--- config.mk ---
export PLATFORM = sky130hd
export DESIGN_NAME = sha256_message_hasher_top
export DESIGN_NICKNAME = d
export VERILOG_FILES = /design/src/rtl/sha_pkg.sv /design/src/rtl/sha_front.sv /design/src/rtl/sha_fifo.sv /design/src/rtl/sha_back.sv /design/src/rtl/sha256_message_hasher_top.sv
export VERILOG_INCLUDE_DIRS = /design/src /design/src/rtl
export SDC_FILE = /design/constraint.sdc
export NUM_CORES = 2
export LEC_CHECK = 0
export BUFFER_PORTS_ARGS = -buffer_cell sky130_fd_sc_hd__clkbuf_2
export CELL_PAD_IN_SITES_DETAIL_PLACEMENT = 1
export CELL_PAD_IN_SITES_GLOBAL_PLACEMENT = 1
export CORE_ASPECT_RATIO = 0.9
export CORE_MARGIN = 2
export CORE_UTILIZATION = 48
export DETAILED_ROUTE_END_ITERATION = 8
export PLACE_DENSITY = 0.75
export REMOVE_ABC_BUFFERS = 1
export SETUP_SLACK_MARGIN = 0.02
export SLEW_MARGIN = 10
export SYNTH_ARGS = -nofsm -noshare
export SYNTH_HDL_FRONTEND = slang
export SYNTH_SLANG_ARGS = --single-unit
--- constraint.sdc ---
create_clock -name i_clk -period 48.2 [get_ports i_clk]
set_input_delay 4.82 -clock i_clk [delete_from_list [all_inputs] [get_ports i_clk]]
set_output_delay 4.82 -clock i_clk [all_outputs]
set_load 0.02 [all_outputs]
--- src/rtl/assert_macros.svh ---
// assertion helpers, compiled out with ASSERT_OFF
`ifndef ASSERT_MACROS_SVH
`define ASSERT_MACROS_SVH
`ifndef ASSERT_OFF
`define ASSERT_IMP(lbl, clk, rst_n, ante, cons) \
    lbl: assert property (@(posedge clk) disable iff (!rst_n) (ante) |-> (cons)) \
    else $error("assertion failed");
`define ASSERT_NXT(lbl, clk, rst_n, ante, cons) \
    lbl: assert property (@(posedge clk) disable iff (!rst_n) (ante) |=> (cons)) \
    else $error("assertion failed");
`else
`define ASSERT_IMP(lbl, clk, rst_n, ante, cons)
`define ASSERT_NXT(lbl, clk, rst_n, ante, cons)
`endif
`endif

--- src/rtl/sha_pkg.sv ---
package sha_pkg;

    typedef struct packed {
        logic [7:0] data_byte;
        logic       has_byte;
        logic       end_of_message;
    } t_in_item;

    typedef struct packed {
        logic [31:0] digest_word;
        logic [2:0]  word_index;
        logic        last_word;
    } t_out_item;

    // one message word between front and back
    typedef struct packed {
        logic [31:0] data;
        logic        last;
    } t_word;

    localparam logic [7:0] PAD_BYTE      = 8'h80;
    localparam logic [5:0] LENGTH_OFFSET = 6'd56;

    function automatic logic [31:0] rotr(input logic [31:0] v, input int n);
        rotr = (v >> n) | (v << (32 - n));
    endfunction

    function automatic logic [31:0] iv(input logic [2:0] i);
        case (i)
            3'd0: iv = 32'h6a09e667;
            3'd1: iv = 32'hbb67ae85;
            3'd2: iv = 32'h3c6ef372;
            3'd3: iv = 32'ha54ff53a;
            3'd4: iv = 32'h510e527f;
            3'd5: iv = 32'h9b05688c;
            3'd6: iv = 32'h1f83d9ab;
            default: iv = 32'h5be0cd19;
        endcase
    endfunction

    function automatic logic [31:0] round_k(input logic [5:0] t);
        case (t)
            6'd0:  round_k = 32'h428a2f98; 6'd1:  round_k = 32'h71374491;
            6'd2:  round_k = 32'hb5c0fbcf; 6'd3:  round_k = 32'he9b5dba5;
            6'd4:  round_k = 32'h3956c25b; 6'd5:  round_k = 32'h59f111f1;
            6'd6:  round_k = 32'h923f82a4; 6'd7:  round_k = 32'hab1c5ed5;
            6'd8:  round_k = 32'hd807aa98; 6'd9:  round_k = 32'h12835b01;
            6'd10: round_k = 32'h243185be; 6'd11: round_k = 32'h550c7dc3;
            6'd12: round_k = 32'h72be5d74; 6'd13: round_k = 32'h80deb1fe;
            6'd14: round_k = 32'h9bdc06a7; 6'd15: round_k = 32'hc19bf174;
            6'd16: round_k = 32'he49b69c1; 6'd17: round_k = 32'hefbe4786;
            6'd18: round_k = 32'h0fc19dc6; 6'd19: round_k = 32'h240ca1cc;
            6'd20: round_k = 32'h2de92c6f; 6'd21: round_k = 32'h4a7484aa;
            6'd22: round_k = 32'h5cb0a9dc; 6'd23: round_k = 32'h76f988da;
            6'd24: round_k = 32'h983e5152; 6'd25: round_k = 32'ha831c66d;
            6'd26: round_k = 32'hb00327c8; 6'd27: round_k = 32'hbf597fc7;
            6'd28: round_k = 32'hc6e00bf3; 6'd29: round_k = 32'hd5a79147;
            6'd30: round_k = 32'h06ca6351; 6'd31: round_k = 32'h14292967;
            6'd32: round_k = 32'h27b70a85; 6'd33: round_k = 32'h2e1b2138;
            6'd34: round_k = 32'h4d2c6dfc; 6'd35: round_k = 32'h53380d13;
            6'd36: round_k = 32'h650a7354; 6'd37: round_k = 32'h766a0abb;
            6'd38: round_k = 32'h81c2c92e; 6'd39: round_k = 32'h92722c85;
            6'd40: round_k = 32'ha2bfe8a1; 6'd41: round_k = 32'ha81a664b;
            6'd42: round_k = 32'hc24b8b70; 6'd43: round_k = 32'hc76c51a3;
            6'd44: round_k = 32'hd192e819; 6'd45: round_k = 32'hd6990624;
            6'd46: round_k = 32'hf40e3585; 6'd47: round_k = 32'h106aa070;
            6'd48: round_k = 32'h19a4c116; 6'd49: round_k = 32'h1e376c08;
            6'd50: round_k = 32'h2748774c; 6'd51: round_k = 32'h34b0bcb5;
            6'd52: round_k = 32'h391c0cb3; 6'd53: round_k = 32'h4ed8aa4a;
            6'd54: round_k = 32'h5b9cca4f; 6'd55: round_k = 32'h682e6ff3;
            6'd56: round_k = 32'h748f82ee; 6'd57: round_k = 32'h78a5636f;
            6'd58: round_k = 32'h84c87814; 6'd59: round_k = 32'h8cc70208;
            6'd60: round_k = 32'h90befffa; 6'd61: round_k = 32'ha4506ceb;
            6'd62: round_k = 32'hbef9a3f7;
            default: round_k = 32'hc67178f2;
        endcase
    endfunction

endpackage

--- src/rtl/sha_front.sv ---
module sha_front (
    input  logic              i_clk,
    input  logic              i_rst_n,
    input  logic              push,
    output logic              full,
    input  sha_pkg::t_in_item i_item,
    input  logic              i_q_full,
    output logic              o_q_push,
    output sha_pkg::t_word    o_q_word
);

    localparam logic [1:0] S_IDLE = 2'd0;
    localparam logic [1:0] S_P80  = 2'd1;
    localparam logic [1:0] S_PZ   = 2'd2;
    localparam logic [1:0] S_PLEN = 2'd3;

    logic [1:0]  r_st, n_st;
    logic [23:0] r_acc;
    logic [5:0]  r_cnt;
    logic [63:0] r_len, n_len;
    logic [2:0]  r_li, n_li;
    logic        emit;
    logic [7:0]  bval;
    logic        room;
    logic        accept;

    assign full   = (r_st != S_IDLE) || i_q_full;
    assign accept = push && !full;
    assign room   = !((r_cnt[1:0] == 2'd3) && i_q_full);

    always_comb begin
        n_st  = r_st;
        n_len = r_len;
        n_li  = r_li;
        emit  = 1'b0;
        bval  = i_item.data_byte;
        case (r_st)
            S_IDLE: begin
                if (accept) begin
                    emit = i_item.has_byte;
                    if (i_item.has_byte) n_len = r_len + 64'd8;
                    if (i_item.end_of_message) n_st = S_P80;
                end
            end
            S_P80: begin
                bval = sha_pkg::PAD_BYTE;
                emit = room;
                if (room) n_st = S_PZ;
            end
            S_PZ: begin
                bval = 8'h00;
                if (r_cnt == sha_pkg::LENGTH_OFFSET) begin
                    n_st = S_PLEN;
                    n_li = 3'd0;
                end else begin
                    emit = room;
                end
            end
            default: begin
                bval = r_len[{3'd7 - r_li, 3'b000} +: 8];
                emit = room;
                if (room) begin
                    n_li = r_li + 3'd1;
                    if (r_li == 3'd7) begin
                        n_st  = S_IDLE;
                        n_len = '0;
                    end
                end
            end
        endcase
    end

    assign o_q_push      = emit && (r_cnt[1:0] == 2'd3);
    assign o_q_word.data = {r_acc, bval};
    assign o_q_word.last = (r_st == S_PLEN) && (r_li == 3'd7);

    always_ff @(posedge i_clk) begin
        if (!i_rst_n) begin
            r_st  <= S_IDLE;
            r_cnt <= '0;
            r_len <= '0;
            r_li  <= '0;
        end else begin
            r_st  <= n_st;
            r_len <= n_len;
            r_li  <= n_li;
            if (emit) r_cnt <= r_cnt + 6'd1;
        end
    end

    always_ff @(posedge i_clk) begin
        if (emit) r_acc <= {r_acc[15:0], bval};
    end

endmodule

--- src/rtl/sha_fifo.sv ---
module sha_fifo (
    input  logic           i_clk,
    input  logic           i_rst_n,
    input  logic           i_push,
    input  sha_pkg::t_word i_word,
    output logic           o_full,
    input  logic           i_pop,
    output logic           o_empty,
    output sha_pkg::t_word o_word
);

    sha_pkg::t_word r_mem [4];
    logic [1:0] r_wp, r_rp;
    logic [2:0] r_cnt;
    logic       do_push, do_pop;

    assign o_full  = (r_cnt == 3'd4);
    assign o_empty = (r_cnt == 3'd0);
    assign o_word  = r_mem[r_rp];
    assign do_push = i_push && !o_full;
    assign do_pop  = i_pop && !o_empty;

    always_ff @(posedge i_clk) begin
        if (!i_rst_n) begin
            r_wp  <= '0;
            r_rp  <= '0;
            r_cnt <= '0;
        end else begin
            if (do_push) r_wp <= r_wp + 2'd1;
            if (do_pop)  r_rp <= r_rp + 2'd1;
            r_cnt <= r_cnt + {2'b00, do_push} - {2'b00, do_pop};
        end
    end

    always_ff @(posedge i_clk) begin
        if (do_push) r_mem[r_wp] <= i_word;
    end

endmodule

--- src/rtl/sha_back.sv ---
`include "assert_macros.svh"

module sha_back (
    input  logic               i_clk,
    input  logic               i_rst_n,
    input  logic               i_q_empty,
    input  sha_pkg::t_word     i_q_word,
    output logic               o_q_pop,
    output logic               empty,
    input  logic               pop,
    output sha_pkg::t_out_item o_result
);

    localparam logic [1:0] S_RUN = 2'd0;
    localparam logic [1:0] S_FIN = 2'd1;
    localparam logic [1:0] S_OUT = 2'd2;

    logic [1:0]  r_st;
    logic [5:0]  r_t;
    logic        r_last;
    logic [2:0]  r_oidx;
    logic [31:0] r_h  [8];
    logic [31:0] r_wk [8];
    logic [31:0] r_w  [16];
    logic        step;
    logic [31:0] w_cur, w_new, s0, s1, t1, t2, big0, big1, ch, maj;

    // schedule expansion from the 16-word window, oldest at index 0
    assign s0    = sha_pkg::rotr(r_w[1], 7) ^ sha_pkg::rotr(r_w[1], 18) ^ (r_w[1] >> 3);
    assign s1    = sha_pkg::rotr(r_w[14], 17) ^ sha_pkg::rotr(r_w[14], 19) ^ (r_w[14] >> 10);
    assign w_new = r_w[0] + s0 + r_w[9] + s1;
    assign w_cur = r_t[5:4] == 2'b00 ? i_q_word.data : w_new;

    assign step    = (r_st == S_RUN) && ((r_t[5:4] != 2'b00) || !i_q_empty);
    assign o_q_pop = step && (r_t[5:4] == 2'b00);

    assign big1 = sha_pkg::rotr(r_wk[4], 6) ^ sha_pkg::rotr(r_wk[4], 11)
                ^ sha_pkg::rotr(r_wk[4], 25);
    assign ch   = (r_wk[4] & r_wk[5]) ^ (~r_wk[4] & r_wk[6]);
    assign t1   = r_wk[7] + big1 + ch + sha_pkg::round_k(r_t) + w_cur;
    assign big0 = sha_pkg::rotr(r_wk[0], 2) ^ sha_pkg::rotr(r_wk[0], 13)
                ^ sha_pkg::rotr(r_wk[0], 22);
    assign maj  = (r_wk[0] & r_wk[1]) ^ (r_wk[0] & r_wk[2]) ^ (r_wk[1] & r_wk[2]);
    assign t2   = big0 + maj;

    assign empty                = (r_st != S_OUT);
    assign o_result.digest_word = r_h[r_oidx];
    assign o_result.word_index  = r_oidx;
    assign o_result.last_word   = (r_oidx == 3'd7);

    always_ff @(posedge i_clk) begin
        if (!i_rst_n) begin
            r_st   <= S_RUN;
            r_t    <= '0;
            r_oidx <= '0;
            r_last <= 1'b0;
            for (int i = 0; i < 8; i++) begin
                r_h[i]  <= sha_pkg::iv(3'(i));
                r_wk[i] <= sha_pkg::iv(3'(i));
            end
        end else begin
            case (r_st)
                S_RUN: begin
                    if (step) begin
                        r_wk[0] <= t1 + t2;
                        r_wk[1] <= r_wk[0];
                        r_wk[2] <= r_wk[1];
                        r_wk[3] <= r_wk[2];
                        r_wk[4] <= r_wk[3] + t1;
                        r_wk[5] <= r_wk[4];
                        r_wk[6] <= r_wk[5];
                        r_wk[7] <= r_wk[6];
                        r_t     <= r_t + 6'd1;
                        if (r_t == 6'd15) r_last <= i_q_word.last;
                        if (r_t == 6'd63) r_st <= S_FIN;
                    end
                end
                S_FIN: begin
                    for (int i = 0; i < 8; i++) begin
                        r_h[i]  <= r_h[i] + r_wk[i];
                        r_wk[i] <= r_h[i] + r_wk[i];
                    end
                    r_oidx <= '0;
                    r_st   <= r_last ? S_OUT : S_RUN;
                end
                S_OUT: begin
                    if (pop) begin
                        r_oidx <= r_oidx + 3'd1;
                        if (r_oidx == 3'd7) begin
                            r_st <= S_RUN;
                            for (int i = 0; i < 8; i++) begin
                                r_h[i]  <= sha_pkg::iv(3'(i));
                                r_wk[i] <= sha_pkg::iv(3'(i));
                            end
                        end
                    end
                end
                default: r_st <= S_RUN;
            endcase
        end
    end

    always_ff @(posedge i_clk) begin
        if (step) begin
            for (int i = 0; i < 15; i++) r_w[i] <= r_w[i + 1];
            r_w[15] <= w_cur;
        end
    end

    `ASSERT_IMP(a_no_pop_busy, i_clk, i_rst_n, r_st != S_RUN, !o_q_pop)
    `ASSERT_NXT(a_fin_wraps, i_clk, i_rst_n, r_st == S_FIN, r_t == 6'd0 && r_oidx == 3'd0)
    `ASSERT_NXT(a_idx_hold, i_clk, i_rst_n, r_st == S_OUT && !pop, $stable(r_oidx))
    `ASSERT_IMP(a_idx_zero, i_clk, i_rst_n, r_st == S_RUN, r_oidx == 3'd0)

endmodule

--- src/rtl/sha256_message_hasher_top.sv ---
// sha-256 hasher, one message byte per request
// input queue side: push/full with i_item; has_byte=0 items carry no byte,
// end_of_message closes the message (an end with no byte alone = empty message)
// result queue side: empty/pop with o_result, eight digest words per message,
// word_index 0 first, last_word set on the eighth
// the front packs bytes into words at one byte a cycle while the word queue
// has room, then appends the pad and 64-bit length after the closing request
// (stalling while the word queue is full; full stays high meanwhile)
// a four-word queue feeds the round engine, which runs one round a cycle
// while it has a message word (it stalls on an empty word queue):
// 64 rounds plus a finishing step per 64-byte block; the front takes bytes of
// the next block while the rounds run, until the word queue fills
// reset (synchronous, active low) loads the initial hash and empties all queues
// when the receiver does not pop, the digest words wait and the round engine
// holds; the front keeps accepting until the word queue fills
module sha256_message_hasher_top (
    input  logic               i_clk,
    input  logic               i_rst_n,
    input  logic               push,
    output logic               full,
    input  sha_pkg::t_in_item  i_item,
    output logic               empty,
    input  logic               pop,
    output sha_pkg::t_out_item o_result
);

    logic           q_push, q_full, q_pop, q_empty;
    sha_pkg::t_word q_in, q_out;

    sha_front u_front (
        .i_clk    (i_clk),
        .i_rst_n  (i_rst_n),
        .push     (push),
        .full     (full),
        .i_item   (i_item),
        .i_q_full (q_full),
        .o_q_push (q_push),
        .o_q_word (q_in)
    );

    sha_fifo u_fifo (
        .i_clk   (i_clk),
        .i_rst_n (i_rst_n),
        .i_push  (q_push),
        .i_word  (q_in),
        .o_full  (q_full),
        .i_pop   (q_pop),
        .o_empty (q_empty),
        .o_word  (q_out)
    );

    sha_back u_back (
        .i_clk     (i_clk),
        .i_rst_n   (i_rst_n),
        .i_q_empty (q_empty),
        .i_q_word  (q_out),
        .o_q_pop   (q_pop),
        .empty     (empty),
        .pop       (pop),
        .o_result  (o_result)
    );

endmodule
Yosys cells after proc, flatten, opt, wreduce, memory -nomap -nowiden
Memory sizes are Yosys's and may differ from the RTL's. A register that Yosys moved wholly into a read port is not among the register bits.
Index checks and enable logic that the tools add are counted.
W data, S select, Z words.
{"block": "classes", "n_reduce_logical": 32, "mux": 130, "bitwise": 69, "shifts": 1, "addsub": 28, "eq_ne": 25}
{"op": "$mux W32", "n": 81}
{"op": "$add A32 B32 Y32", "n": 18}
{"op": "$xor A32 B32 Y32", "n": 9}
{"op": "$mux W64", "n": 4}
{"op": "$and A32 B32 Y32", "n": 5}
{"op": "$pmux W64 S2", "n": 1}
{"op": "$add A64 B4 Y64 const B", "n": 1}
{"op": "$shiftx A64 B7 Y8", "n": 1}
{"op": "$or A1 B1 Y1", "n": 40}
{"op": "$not A32 Y32", "n": 1}
{"op": "$or A10 B32 Y32", "n": 1}
{"op": "$or A13 B32 Y32", "n": 1}
{"op": "$or A14 B32 Y32", "n": 1}
{"op": "$or A15 B32 Y32", "n": 1}
{"op": "$or A19 B32 Y32", "n": 1}
{"op": "$or A21 B32 Y32", "n": 1}
{"op": "$or A25 B32 Y32", "n": 1}
{"op": "$or A26 B32 Y32", "n": 1}
{"op": "$or A30 B32 Y32", "n": 1}
{"op": "$or A7 B32 Y32", "n": 1}
{"op": "$xor A32 B22 Y32", "n": 1}
{"op": "$xor A32 B29 Y32", "n": 1}
{"op": "$mux W2", "n": 13}
{"op": "$pmux W8 S3", "n": 1}
{"op": "34 further kinds", "n": 98}
{"block": "totals", "mem_count": 5, "inputBits": 14, "register_bits": 118, "wordCells": 302, "rom_bits": 2048, "ram_bits": 1156, "output_inout_bits": 38}
{"memory": "(name not given)", "words": 64, "word_bits": 32, "rd": 1, "rd_clocked_by_memory_dff": 1, "wr": 0, "line": "sha_pkg.sv:42", "text": "case (t)"}
{"memory": "u_back.r_w", "words": 16, "word_bits": 32, "rd": 16, "rd_clocked_by_memory_dff": 0, "wr": 16, "line": "sha_back.sv:24", "text": "logic [31:0] r_w [16];"}
{"memory": "u_back.r_h", "words": 8, "word_bits": 32, "rd": 9, "rd_clocked_by_memory_dff": 1, "wr": 8, "line": "sha_back.sv:22", "text": "logic [31:0] r_h [8];"}
{"memory": "u_back.r_wk", "words": 8, "word_bits": 32, "rd": 8, "rd_clocked_by_memory_dff": 0, "wr": 8, "line": "sha_back.sv:23", "text": "logic [31:0] r_wk [8];"}
{"memory": "u_fifo.r_mem", "words": 4, "word_bits": 33, "rd": 1, "rd_clocked_by_memory_dff": 1, "wr": 1, "line": "sha_fifo.sv:12", "text": "sha_pkg::t_word r_mem [4];"}

Logic depth before layout (Yosys ltp)
{"block": "logic_depth", "ltp_word": 12, "mapped_depth": 47, "ltp_nobuf": 47}

By module
Synthesis repeated with hierarchy kept, for this count alone.
{"block": "hier_totals", "cells_unflattened": 6919, "hier_area_um2": 75575.0}
{"module": "sha_back", "n_inst": 1, "seq_area_each_um2": 29127.9, "cells_each": 6166, "area_per_inst_um2": 65233.8}
{"module": "sha_fifo", "n_inst": 1, "seq_area_each_um2": 4144.0, "cells_each": 224, "area_per_inst_um2": 5293.8}
{"module": "sha_front", "n_inst": 1, "seq_area_each_um2": 2162.1, "cells_each": 529, "area_per_inst_um2": 5047.3}

Least setup slack after synthesis
No wires, ideal clock.
{"block": "synth_timing", "path_type": "reg2reg", "startpoint": "register u_back.r_st[1]", "endpoint": "memory u_back.r_wk[5][16]", "required_ps": 48093, "path_slack_ps": 31132, "n_path_buf": 4, "period_less_slack_ps": 17068, "setup_time_ps": 107, "t_arrival_ps": 16961, "stages_incl_launch_ff": 10, "path_cell_list": "dfxtp_1 > clkbuf_1 > nor2_1 > nand2_1 > inv_2 > clkbuf_1 > clkbuf_1 > clkbuf_1 > a22oi_1 > nand2_1"}
{"element": "from (decl)", "line": "sha_back.sv:18", "text": "logic [1:0] r_st;"}
{"element": "from (signal assigned)", "line": "sha_back.sv:84", "text": "r_st <= r_last ? S_OUT : S_RUN;"}
{"element": "to (decl)", "line": "sha_back.sv:23"}

==> impl_metrics.xml <==
<?xml version="1.0" encoding="UTF-8"?>
<metrics>
  <group name="yosys">
    <metric name="syn_area_per_cell" unit="um^2">11.0</metric>
    <metric name="yosys.cell_count.top_type" unit="">edfxtp_1</metric>
    <metric name="synth.cell_area" unit="mm^2">0.0751</metric>
    <metric name="yosys_warnings" unit="">0</metric>
    <metric name="area_share_of_the_leading_cell_type_in_the_synthesized_netlist" unit="">0.370</metric>
    <metric name="yosys_most_used_dff" unit="">edfxtp_1</metric>
    <metric name="netlist.top_cell.by_area" unit="">edfxtp_1</metric>
    <metric name="postSynthRegisterBits" unit="">1308</metric>
    <metric name="ys_types" unit="">96</metric>
    <metric name="ys_seq_area_frac" unit="">0.472</metric>
    <metric name="synth_edf_count" unit="">924</metric>
    <metric name="area_contributors_post_synth" unit="">edfxtp_1 (37%), dfxtp_1 (10%), ha_1 (6.8%), fa_1 (5.2%), xnor2_1 (4.5%)</metric>
    <metric name="syn-instance-count" unit="">6854</metric>
    <metric name="most_numerous_cell_types_in_the_synthesized_netlist" unit="">edfxtp_1 (924), nand2_1 (529), a21oi_1 (488), nor2_1 (433), inv_1 (431)</metric>
    <metric name="synth-async-reset-ratio" unit="">0</metric>
  </group>
  <group name="sta">
    <metric name="totalNegativeSetupSlack" unit="ns">0</metric>
    <metric name="setup-violations-final" unit="">0</metric>
    <metric name="period_needed" unit="ns">11.49</metric>
    <metric name="hold_viol_final" unit="">0</metric>
    <metric name="max_freq" unit="MHz">87.1</metric>
    <metric name="finalMaxSlewViolations" unit="">0</metric>
    <metric name="fin_worst_skew" unit="ns">0.0546</metric>
    <metric name="worst_pin_slew" unit="ns">1.20</metric>
    <metric name="period_share" unit="">0.238</metric>
    <metric name="max_slew_margin" unit="">0.198</metric>
    <metric name="rsz0062_at_grt" unit="">false</metric>
  </group>
  <group name="worst_hold_path">
    <metric name="hold_class" unit="">reg2reg</metric>
  </group>
  <group name="cells_and_area">
    <metric name="syn2layout_area_growth" unit="%">9.87</metric>
    <metric name="antenna_cells_inserted" unit="">0</metric>
    <metric name="final.fill_count" unit="">16500</metric>
    <metric name="layout_cell_share_with_drive_strength_beyond_1" unit="">0.0835</metric>
    <metric name="layout.nets" unit="">7440</metric>
  </group>
  <group name="die">
    <metric name="die_area" unit="mm^2">0.160</metric>
    <metric name="floorplan.io_pins" unit="">52</metric>
    <metric name="row_count" unit="">137</metric>
    <metric name="start_util" unit="">0.484</metric>
    <metric name="dieHeight" unit="um">379</metric>
    <metric name="die-width" unit="um">421</metric>
    <metric name="core_outline_area" unit="mm^2">0.155</metric>
  </group>
  <group name="worst_setup_path">
    <metric name="worstPathBufferInverterCount" unit="">2</metric>
    <metric name="setup.worst_path.end_class" unit="">register</metric>
    <metric name="critical_path.slowest_cell" unit="">fa_1</metric>
    <metric name="timing.critical_path.required" unit="ns">48.87</metric>
    <metric name="cell_mode_on_critical_path" unit="">a21oi_1</metric>
    <metric name="critical_path_arrival" unit="ns">12.16</metric>
    <metric name="critical_path_peak_fanout" unit="">6</metric>
    <metric name="start_kind" unit="">register</metric>
    <metric name="critPathTopFamily" unit="">compound AO/OA/AOI/OAI gates</metric>
    <metric name="crit_path_max_incr_delay" unit="ns">0.52</metric>
    <metric name="timing_worst_setup_path_type" unit="">reg2reg</metric>
  </group>
  <group name="status">
    <metric name="run_status" unit="">finished, final reports clean</metric>
  </group>
  <group name="clock_network">
    <metric name="cts_made_buffers" unit="">145</metric>
    <metric name="hold_buffers" unit="">0</metric>
    <metric name="cts_max_level" unit="">4</metric>
    <metric name="postCtsResizedCells" unit="">0</metric>
    <metric name="cts_max_path_buffers" unit="">3</metric>
    <metric name="cts_sinks" unit="">1308</metric>
    <metric name="clock_root_buffer" unit="">clkbuf_16</metric>
    <metric name="clock_pin_transition_on_the_worst_setup_and_hold_timing_paths" unit="ns">0.06</metric>
    <metric name="worst_skew_pair.late_latency" unit="ns">0.81</metric>
    <metric name="cts_setup_buffers" unit="">0</metric>
    <metric name="cts_tree" unit="">built</metric>
  </group>
  <group name="drt">
    <metric name="postRouteAntennaNets" unit="">0</metric>
    <metric name="drt_pass1_iterations" unit="">6</metric>
    <metric name="routedWlPerCell" unit="um">28.1</metric>
    <metric name="num_vias" unit="">55800</metric>
    <metric name="detail_route.wirelength" unit="mm">254</metric>
    <metric name="post_detailed_route_drc_marker_count" unit="">0</metric>
    <metric name="drtIter0Drc" unit="">6140</metric>
    <metric name="drt-vias-per-instance" unit="">6.18</metric>
  </group>
  <group name="global_routing">
    <metric name="global_route.overflow_total" unit="">0</metric>
    <metric name="number_of_global_route_vias_before_repair" unit="">56700</metric>
    <metric name="wire_length_of_the_first_global_routing_pass" unit="mm">376</metric>
    <metric name="antenna_violations_before_repair" unit="">5</metric>
    <metric name="grt_max_degree" unit="">198</metric>
    <metric name="track_usage" unit="">0.317</metric>
  </group>
  <group name="placed_design">
    <metric name="detailed_place_hpwl" unit="mm">185</metric>
    <metric name="gp_congestion" unit="">0.965</metric>
    <metric name="placement.io_buffers" unit="">51</metric>
  </group>
  <group name="job">
    <metric name="max-cap-violations" unit="">0</metric>
  </group>
</metrics>
[worst register-to-register path, delay by kind of cell (launching register included)]
kind                       cells  cell delay [ns]
DFF                            1             0.49
xor gates and xnor gates       5             1.25
and+or+nand+nor                6             0.75
AOI/OAI and AO/OA             25             5.18
buffers and inverters          2             0.11
adders and majority gates      8             3.55
[sequential cells by signal (all words and copies together), names as in the netlist, 6 cells and up, named ones only]
| register | flops |
|---|---|
| u_back.r_w | 512 |
| u_front.r_len | 61 |
| u_back.r_t | 6 |
| u_back.r_h | 256 |
| u_fifo.r_mem | 132 |
| u_back.r_wk | 256 |
| u_front.r_cnt | 6 |
| u_front.r_acc | 24 |
[final timing paths]
check,from,cells past startpoint,slack (ns),endpoint
setup / recovery,u_back.r_w[1][204]$_DFFE_PP_,46,36.71,u_back.r_wk[0][31]$_SDFFE_PP0P_
hold / removal,u_back.r_w[1][96]$_DFFE_PP_,0,0.41,u_back.r_w[1][64]$_DFFE_PP_
setup reg to reg,u_back.r_w[1][204]$_DFFE_PP_,46,36.71,u_back.r_wk[0][31]$_SDFFE_PP0P_
hold reg to reg,u_back.r_w[1][96]$_DFFE_PP_,0,0.41,u_back.r_w[1][64]$_DFFE_PP_
[final cells by class]
class	instances	area [um^2]	area share
clock buffers	185	3940	0.0478
repair buffers	145	998	0.0121
inverters	434	1640	0.0199
clock inverters	82	958	0.0116
flip-flops and latches	1308	35400	0.430
multi-input cells	4789	36900	0.447
well taps	2085	2610	0.0316
[stage by stage]
stage	std cells	setup WS (ns)	area, um^2	util	hold WS (ns)
after floorplan	6531	32.50	73800	-	0.400
after global placement	8761	37.15	77600	0.500	0.400
after detailed placement	8761	36.98	77600	0.500	0.405
after CTS	9028	36.80	82500	0.532	0.401
after global routing	9028	35.98	82500	0.532	0.411
final	9028	36.71	82500	0.532	0.409
[cells by family after synthesis]
kind of cell / after synthesis / synth area share
compound gates: 1758 / 0.150
xor+xnor: 626 / 0.0735
fa+ha+maj: 621 / 0.123
buf+inv: 757 / 0.0380
flops: 1308 / 0.472
mux: 210 / 0.0470
simple gates: 1574 / 0.0965
[cell usage in the layout, fill, tap and decap left out, types with 23 or more instances in the layout]
master / netlist / layout
nand2_1: 529 / 524
mux4_2: 110 / 110
and3_1: 48 / 48
clkinv_1: 1 / 23
clkinv_2: 0 / 24
edfxtp_1: 924 / 924
and2_1: 40 / 40
xnor2_1: 385 / 385
o211ai_1: 65 / 65
a221oi_1: 55 / 55
buf_4: 0 / 91
o21a_1: 115 / 115
a211oi_1: 36 / 36
nor2b_1: 55 / 54
o21ai_1: 41 / 40
nand4_1: 39 / 39
or3_1: 38 / 38
mux2_2: 39 / 39
inv_1: 431 / 428
o21ai_0: 374 / 374
a21oi_1: 488 / 488
a22oi_1: 26 / 26
clkbuf_16: 0 / 148
xor2_1: 238 / 238
nand3_1: 111 / 111
o21bai_1: 48 / 48
fa_1: 196 / 196
ha_1: 407 / 407
a31oi_1: 44 / 44
clkbuf_1: 260 / 26
nand2b_1: 82 / 79
a21o_1: 211 / 211
dfxtp_1: 384 / 380
nor3_1: 111 / 110
mux2i_1: 61 / 61
o31ai_1: 28 / 28
nor2_1: 433 / 427
nor4_1: 25 / 25
clkbuf_2: 0 / 51
[routing by layer]
metal	wire length, um	vias up	global-route usage
met5	13	-	0
met4	7010	2	0.0866
met3	22000	387	0.0646
met2	111000	2150	0.475
met1	114000	28400	0.466
li1	-	24800	-
Power is not shown: default switching activity piles up to over one toggle a cycle in this logic, so the estimate is an artifact.
